$ cat config.mk
export PLATFORM = sky130hd
export DESIGN_NAME = status_led_blink_sequencer
export DESIGN_NICKNAME = d
export VERILOG_FILES = /design/src/design/slbs_pkg.sv /design/src/design/status_led_blink_sequencer.sv
export SDC_FILE = /design/constraint.sdc
export NUM_CORES = 1
export LEC_CHECK = 0
export BUFFER_PORTS_ARGS = -buffer_cell sky130_fd_sc_hd__buf_4
export CAP_MARGIN = 20
export CORE_MARGIN = 4
export CORE_UTILIZATION = 40
export CTS_CLUSTER_SIZE = 40
export DETAILED_ROUTE_END_ITERATION = 10
export SYNTH_ARGS = -nofsm -noshare
export SYNTH_HDL_FRONTEND = slang
export SYNTH_SLANG_ARGS = --single-unit
$ cat constraint.sdc
create_clock -name clk -period 8.23 [get_ports clk]
set_clock_uncertainty 0.1 [all_clocks]
set_input_delay 0 -clock clk [delete_from_list [all_inputs] [get_ports clk]]
set_output_delay 0 -clock clk [all_outputs]
set_load 0.05 [all_outputs]
$ cat src/design/slbs_pkg.sv
package slbs_pkg;

  // Table entries: 0 standby, 1..5 one per status flag bit
  localparam int NUM_PATTERNS = 6;
  localparam int THROTTLE_MS  = 10;

  localparam int NOW_W   = 32;
  localparam int FLAGS_W = 5;
  localparam int LEN_W   = 16;
  localparam int SEL_W   = 3;
  localparam int CNT_W   = 5;

  typedef logic [1:0] stage_t;

  localparam stage_t ST_OFF      = 2'd0;
  localparam stage_t ST_ON       = 2'd1;
  localparam stage_t ST_GAP      = 2'd2;
  localparam stage_t ST_INTERVAL = 2'd3;

  localparam logic [SEL_W-1:0] PAT_STANDBY = 3'd0;
  localparam logic [CNT_W-1:0] CNT_MAX     = 5'd31;

  function automatic logic [LEN_W-1:0] tbl_len(input logic [SEL_W-1:0] sel);
    logic [LEN_W-1:0] v;
    unique case (sel)
      3'd0:                      v = 16'd100;
      3'd1:                      v = 16'd50;
      3'd2, 3'd3, 3'd4, 3'd5:    v = 16'd100;
      default:                   v = 16'd0;
    endcase
    return v;
  endfunction

  function automatic logic [LEN_W-1:0] tbl_gap(input logic [SEL_W-1:0] sel);
    logic [LEN_W-1:0] v;
    unique case (sel)
      3'd0:                      v = 16'd300;
      3'd1:                      v = 16'd50;
      3'd2, 3'd3, 3'd4, 3'd5:    v = 16'd300;
      default:                   v = 16'd0;
    endcase
    return v;
  endfunction

  // Entry 0 takes its interval from the standby register instead
  function automatic logic [LEN_W-1:0] tbl_ivl(input logic [SEL_W-1:0] sel);
    logic [LEN_W-1:0] v;
    unique case (sel)
      3'd1:                      v = 16'd1000;
      3'd2, 3'd3, 3'd4, 3'd5:    v = 16'd2000;
      default:                   v = 16'd0;
    endcase
    return v;
  endfunction

  function automatic logic [CNT_W-1:0] tbl_cnt(input logic [SEL_W-1:0] sel);
    logic [CNT_W-1:0] v;
    unique case (sel)
      3'd0:    v = 5'd1;
      3'd1:    v = 5'd20;
      3'd2:    v = 5'd1;
      3'd3:    v = 5'd5;
      3'd4:    v = 5'd3;
      3'd5:    v = 5'd2;
      default: v = 5'd0;
    endcase
    return v;
  endfunction

  function automatic logic [FLAGS_W-1:0] tbl_flag(input logic [SEL_W-1:0] sel);
    logic [FLAGS_W-1:0] v;
    unique case (sel)
      3'd1:    v = 5'b00001;
      3'd2:    v = 5'b00010;
      3'd3:    v = 5'b00100;
      3'd4:    v = 5'b01000;
      3'd5:    v = 5'b10000;
      default: v = 5'b00000;
    endcase
    return v;
  endfunction

endpackage

$ cat src/design/status_led_blink_sequencer.sv
// Channel   Dir  Handshake                  Payload (lowest bit first)
// s_axis    in   s_axis_tvalid/tready       tdata: now_ms[31:0], status_flags[36:32]
// m_axis    out  m_axis_tvalid/tready       tdata: led_on, pattern_active,
//                                           blink_stage[1:0], pattern_index[2:0]
// cfg       in   cfg_we (no back-pressure)  cfg_wdata: standby_interval_ms
//
// Hold each tick transaction in the input register, evaluate it against the
// sequencer state in one pass and register its result at the output as it moves
// on: one transaction per cycle, back to back, while the output is not stalled.
// A stalled output holds the tick in the input register; the input still takes
// a new tick in any cycle in which the held one moves on.
// Reset (rst, synchronous) clears the sequencer state, standby interval and valid flags.

module status_led_blink_sequencer (
  input  logic        clk,
  input  logic        rst,
  input  logic        s_axis_tvalid,
  output logic        s_axis_tready,
  input  logic [39:0] s_axis_tdata,   // now_ms[31:0], status_flags[36:32], zero pad
  output logic        m_axis_tvalid,
  input  logic        m_axis_tready,
  output logic [7:0]  m_axis_tdata,   // led_on, pattern_active, blink_stage[1:0],
                                      // pattern_index[2:0], zero pad
  input  logic        cfg_we,
  input  logic [15:0] cfg_wdata
);
  import slbs_pkg::*;

  // Input register
  logic               in_valid;
  logic [NOW_W-1:0]   in_now;
  logic [FLAGS_W-1:0] in_flags;

  // Sequencer state
  logic [LEN_W-1:0]   standby_interval_ms;
  logic [NOW_W-1:0]   last_update_ms,    last_update_ms_next;
  logic [NOW_W-1:0]   stage_timer_ms,    stage_timer_ms_next;
  logic [LEN_W-1:0]   current_length_ms, current_length_ms_next;
  stage_t             stage,             stage_next;
  logic [CNT_W-1:0]   blink_count,       blink_count_next;
  logic               running,           running_next;
  logic [SEL_W-1:0]   selected_pattern,  selected_pattern_next;
  logic               led_level,         led_level_next;

  logic               fire;
  logic [NOW_W-1:0]   diff;
  logic [NOW_W:0]     timer_sum;
  logic [SEL_W-1:0]   pick;
  logic               pick_hit;
  logic [SEL_W:0]     cand;

  // Move the held tick on whenever the output register is free or draining
  assign fire          = in_valid && (!m_axis_tvalid || m_axis_tready);
  assign s_axis_tready = !in_valid || fire;

  always_ff @(posedge clk) begin
    if (rst) begin
      in_valid <= 1'b0;
    end else if (s_axis_tready) begin
      in_valid <= s_axis_tvalid;
    end
    if (s_axis_tvalid && s_axis_tready) begin
      in_now   <= s_axis_tdata[NOW_W-1:0];
      in_flags <= s_axis_tdata[NOW_W+FLAGS_W-1:NOW_W];
    end
  end

  always_ff @(posedge clk) begin
    if (rst) begin
      standby_interval_ms <= '0;
    end else if (cfg_we) begin
      standby_interval_ms <= cfg_wdata;
    end
  end

  assign diff = in_now - last_update_ms;

  // Round-robin pick: candidates after the last shown entry, first set flag wins.
  // Walk from the far end down so the nearest hit is written last.
  always_comb begin
    pick     = selected_pattern;
    pick_hit = 1'b0;
    cand     = '0;
    for (int i = NUM_PATTERNS; i >= 1; i--) begin
      cand = {1'b0, selected_pattern} + (SEL_W+1)'(i);
      if (cand >= (SEL_W+1)'(NUM_PATTERNS)) begin
        cand = cand - (SEL_W+1)'(NUM_PATTERNS);
      end
      if ((tbl_flag(cand[SEL_W-1:0]) & in_flags) != '0) begin
        pick     = cand[SEL_W-1:0];
        pick_hit = 1'b1;
      end
    end
  end

  always_comb begin
    last_update_ms_next    = last_update_ms;
    stage_timer_ms_next    = stage_timer_ms;
    current_length_ms_next = current_length_ms;
    stage_next             = stage;
    blink_count_next       = blink_count;
    running_next           = running;
    selected_pattern_next  = selected_pattern;
    led_level_next         = led_level;
    timer_sum              = '0;

    // Ticks inside the throttle window leave everything as it is
    if (diff >= NOW_W'(THROTTLE_MS)) begin
      last_update_ms_next = in_now;

      if (in_flags != '0) begin
        if (!running && pick_hit) begin
          selected_pattern_next = pick;
          running_next          = 1'b1;
          stage_next            = ST_OFF;
          blink_count_next      = '0;
          stage_timer_ms_next   = '0;
        end
      end else if (standby_interval_ms != '0) begin
        // A running pattern carries on; only the selection drops to standby
        selected_pattern_next = PAT_STANDBY;
        if (!running) begin
          running_next        = 1'b1;
          stage_next          = ST_OFF;
          blink_count_next    = '0;
          stage_timer_ms_next = '0;
        end
      end

      if (running_next) begin
        // The on stage keeps the length loaded in the off stage before it
        unique case (stage_next)
          ST_OFF:      current_length_ms_next = tbl_len(selected_pattern_next);
          ST_GAP:      current_length_ms_next = tbl_gap(selected_pattern_next);
          ST_INTERVAL: current_length_ms_next = (selected_pattern_next == PAT_STANDBY) ?
                                                standby_interval_ms :
                                                tbl_ivl(selected_pattern_next);
          default:     current_length_ms_next = current_length_ms;
        endcase

        // Widened sum so a long silence cannot wrap the timer
        timer_sum = {1'b0, stage_timer_ms_next} + {1'b0, diff};
        if (timer_sum >= (NOW_W+1)'(current_length_ms_next)) begin
          stage_timer_ms_next = '0;
          unique case (stage_next)
            ST_OFF: begin
              led_level_next = 1'b1;
              stage_next     = ST_ON;
            end
            ST_ON: begin
              led_level_next = 1'b0;
              if (blink_count_next != CNT_MAX) begin
                blink_count_next = blink_count_next + CNT_W'(1);
              end
              if (blink_count_next >= tbl_cnt(selected_pattern_next)) begin
                blink_count_next = '0;
                stage_next       = ST_INTERVAL;
              end else begin
                stage_next = ST_GAP;
              end
            end
            ST_GAP: begin
              stage_next = ST_OFF;
            end
            default: begin
              // End of the interval ends the pattern; stage stays at interval
              running_next = 1'b0;
            end
          endcase
        end else begin
          stage_timer_ms_next = timer_sum[NOW_W-1:0];
        end
      end
    end
  end

  always_ff @(posedge clk) begin
    if (rst) begin
      last_update_ms    <= '0;
      stage_timer_ms    <= '0;
      current_length_ms <= '0;
      stage             <= ST_OFF;
      blink_count       <= '0;
      running           <= 1'b0;
      selected_pattern  <= PAT_STANDBY;
      led_level         <= 1'b0;
    end else if (fire) begin
      last_update_ms    <= last_update_ms_next;
      stage_timer_ms    <= stage_timer_ms_next;
      current_length_ms <= current_length_ms_next;
      stage             <= stage_next;
      blink_count       <= blink_count_next;
      running           <= running_next;
      selected_pattern  <= selected_pattern_next;
      led_level         <= led_level_next;
    end
  end

  // Output register: show the state as it stands after the tick
  always_ff @(posedge clk) begin
    if (rst) begin
      m_axis_tvalid <= 1'b0;
    end else if (fire) begin
      m_axis_tvalid <= 1'b1;
    end else if (m_axis_tready) begin
      m_axis_tvalid <= 1'b0;
    end
    if (fire) begin
      m_axis_tdata <= {1'b0, selected_pattern_next, stage_next, running_next, led_level_next};
    end
  end

endmodule

==> impl_metrics.tcl <==
set metrics [dict create \
    layout_common_cells "a21oi_1 (155), dfxtp_1 (109), nand2_1 (94), ha_1 (94), nor2_1 (87)" \
    initial_utilization_pct 40.5 \
    pwr_density_cell_nw_per_um2 184 \
    place.port_buffers 66 \
    netlist_area_um2 12000 \
    slew_violations 0 \
    drc 0 \
    drtPass1Iterations 9 \
    avgRoutedWirePerCell_um 17.0 \
    die_w_um 181 \
    avgSynthCellArea_um2 8.11 \
    syn_to_final_growth_pct 18.2 \
    async_flop_share_pct 0 \
    cp_slowest_stage_delay_ps 600 \
    cp.depth 28 \
    rows 63 \
    viasPerCell 5.81 \
    detail-route-antenna-nets 0 \
    grt_max_degree 77 \
    yosysUniqueCellTypes 84 \
    worstSetupStartpoint "selected_pattern[1]" \
    core_um2 29600 \
    final.setup.tns_ps 0 \
    drv_cap 0 \
    synth-edff-count 44 \
    hpwl_um 23900 \
    die_area_um2 32700 \
    synth_warnings 0 \
    hold_viol 0 \
    synth_ff_type "dfxtp_1" \
    track_usage_pct 20.2 \
    r2r-start "selected_pattern[1]" \
    grt_pass1_wl_um 55400 \
    vdd_ir_drop_max_v 0.000159 \
    setup_viol 0 \
    clock_sinks 154 \
    period_share_pct 90.0 \
    crit_type "flip-flop to flip-flop" \
    grt_pass1_vias 11056 \
    ys_seq_area_share_pct 29.5 \
    slew_headroom_pct 28.7 \
    cp_slowest_cell "ha_2" \
    final_common_cell "a21oi_1" \
    fillCellCount 2862 \
    cp.required_ps 8320 \
    ys_ff_latch 154 \
    routed-via-count 11466 \
    syn-num-nets 1633 \
    dp.cells 1865 \
    globalplace.congestion 0.894 \
    max_freq_mhz 135 \
    rsz0062_at_grt "false" \
    clkSlewWorstSetupHoldPaths_ps 70 \
    synthCells 1474 \
    htreeDepth 4 \
    grt_overflow_total 0 \
    path_delay_family "compound AO/OA/AOI/OAI gates" \
    antenna_cells 0 \
    arrival_ps 7490 \
    clock_path_buffers 2 \
    period_needed_ps 7410 \
    p_leak_uw 0.00547 \
    path_max_fanout 29 \
    ctsRootBufferMaster "clkbuf_16" \
    finalNonFillerCells 1974 \
    start_kind "flip-flop" \
    min_from "s_axis_tdata[36]" \
    hold_path.class "input pin to flip-flop" \
    die_h_um 181 \
    antenna_found_initial 0 \
    worstMarginPinSlew_ps 1070 \
    first_iter_violations 755 \
    worstSetupEndpointType "flip-flop" \
    min_path_cells 2 \
    clkLatencyLatePin_ps 440 \
    numCtsBuffers 17 \
    reg2regPathDepth 28 \
    crit_buf_inv 4 \
    finalNetCount 1730 \
    wirelength_um 33500 \
    status "finished, final reports clean" \
    drive_above_1_share_pct 9.03 \
    cts_tree "built" \
    design.portCount 71 \
]
-- routing by layer --
metal / up-vias / wire length [um] / GRT usage [%]
li1: 5711 / - / -
met1: 5421 / 15400 / 26.3
met2: 278 / 16000 / 34.7
met3: 56 / 1350 / 2.76
met4: 0 / 780 / 6.17
met5: - / 0 / 0
-- registers in the layout, indices dropped and copies added (netlist names) --
register / count
stage_timer_ms: 32
running: 1
standby_interval_ms: 16
in_now: 32
in_valid: 1
stage: 2
selected_pattern: 3
blink_count: 5
last_update_ms: 32
m_axis_tdata: 7
led_level: 1
current_length_ms: 16
m_axis_tvalid: 1
in_flags: 5
-- cell usage after synthesis (all sizes together) (11+ instances only) --
library cell    n  area, um^2
a211oi         20         155
a21o           31         233
a21oi         156         781
a31oi          13        81.3
and2           52         328
and3           13        81.3
buf            21         130
clkbuf         62         233
dfxtp         110        2200
edfxtp         44        1320
ha             96        1200
inv            76         285
mux2i          22         220
nand2          94         353
nand3          63         315
nand4          27         169
nand4b         17         149
nor2           89         334
nor3           32         160
nor3b          21         158
nor4           12        75.1
o211ai         23         173
o21a           27         203
o21ai         111         563
o21bai         11        82.6
or3            18         113
xnor2          34         298
xor2           20         175
-- path summary, 6_finish.rpt --
kind,endpoint,slack [ps]
hold / removal,in_flags[4],170
setup reg to reg,m_axis_tdata[2],820
setup / recovery,m_axis_tdata[2],820
hold reg to reg,current_length_ms[3],370
-- metrics by stage --
step	setup WS [ps]	total power (uW)	hold WS [ps]	util, %	cell area (um^2)
2_1_floorplan	1170	1510	-1.13	-	12000
3_3_place_gp	534	1730	78.6	43.0	12700
3_5_place_dp	354	1740	79.5	43.0	12700
4_1_cts	312	2610	144	47.7	14100
5_1_grt	44.9	2760	169	47.8	14100
6_report	824	2600	170	47.8	14100
-- cell families after synthesis --
logic type	share of synthesized area [%]
and+or+nand+nor	21.0
DFF	29.5
other	0.0314
muxes	2.31
adders and majority gates	10.4
buffers and inverters	5.42
xor gates and xnor gates	3.95
AOI/OAI and AO/OA	27.4
-- cell type report --
type,count,area (um^2),area share (%)
clock buffer,20,489,3.46
clock inverter,12,121,0.858
inverter,76,285,2.02
multi-input combinational,1161,7830,55.4
sequential,154,3520,24.9
tap,390,488,3.45
timing repair buffer,161,1400,9.92
-- report_power, final --
part / leakage [uW] / switching [uW] / internal [uW]
combinational: 0.00385 / 571 / 366
clock: 0.000302 / 353 / 469
sequential: 0.00132 / 26.8 / 819
-- timing repair --
| action | CTS | global route |
|---|---|---|
| gates resized for setup | 0 | 10 |
| endpoints found under the setup margin | 0 | 29 |
| buffers inserted | 0 | 1 |
| hold buffers | 76 | 0 |
| endpoints found under the hold margin | 77 | 0 |
Note: power is estimated with default switching activity, not from simulation.
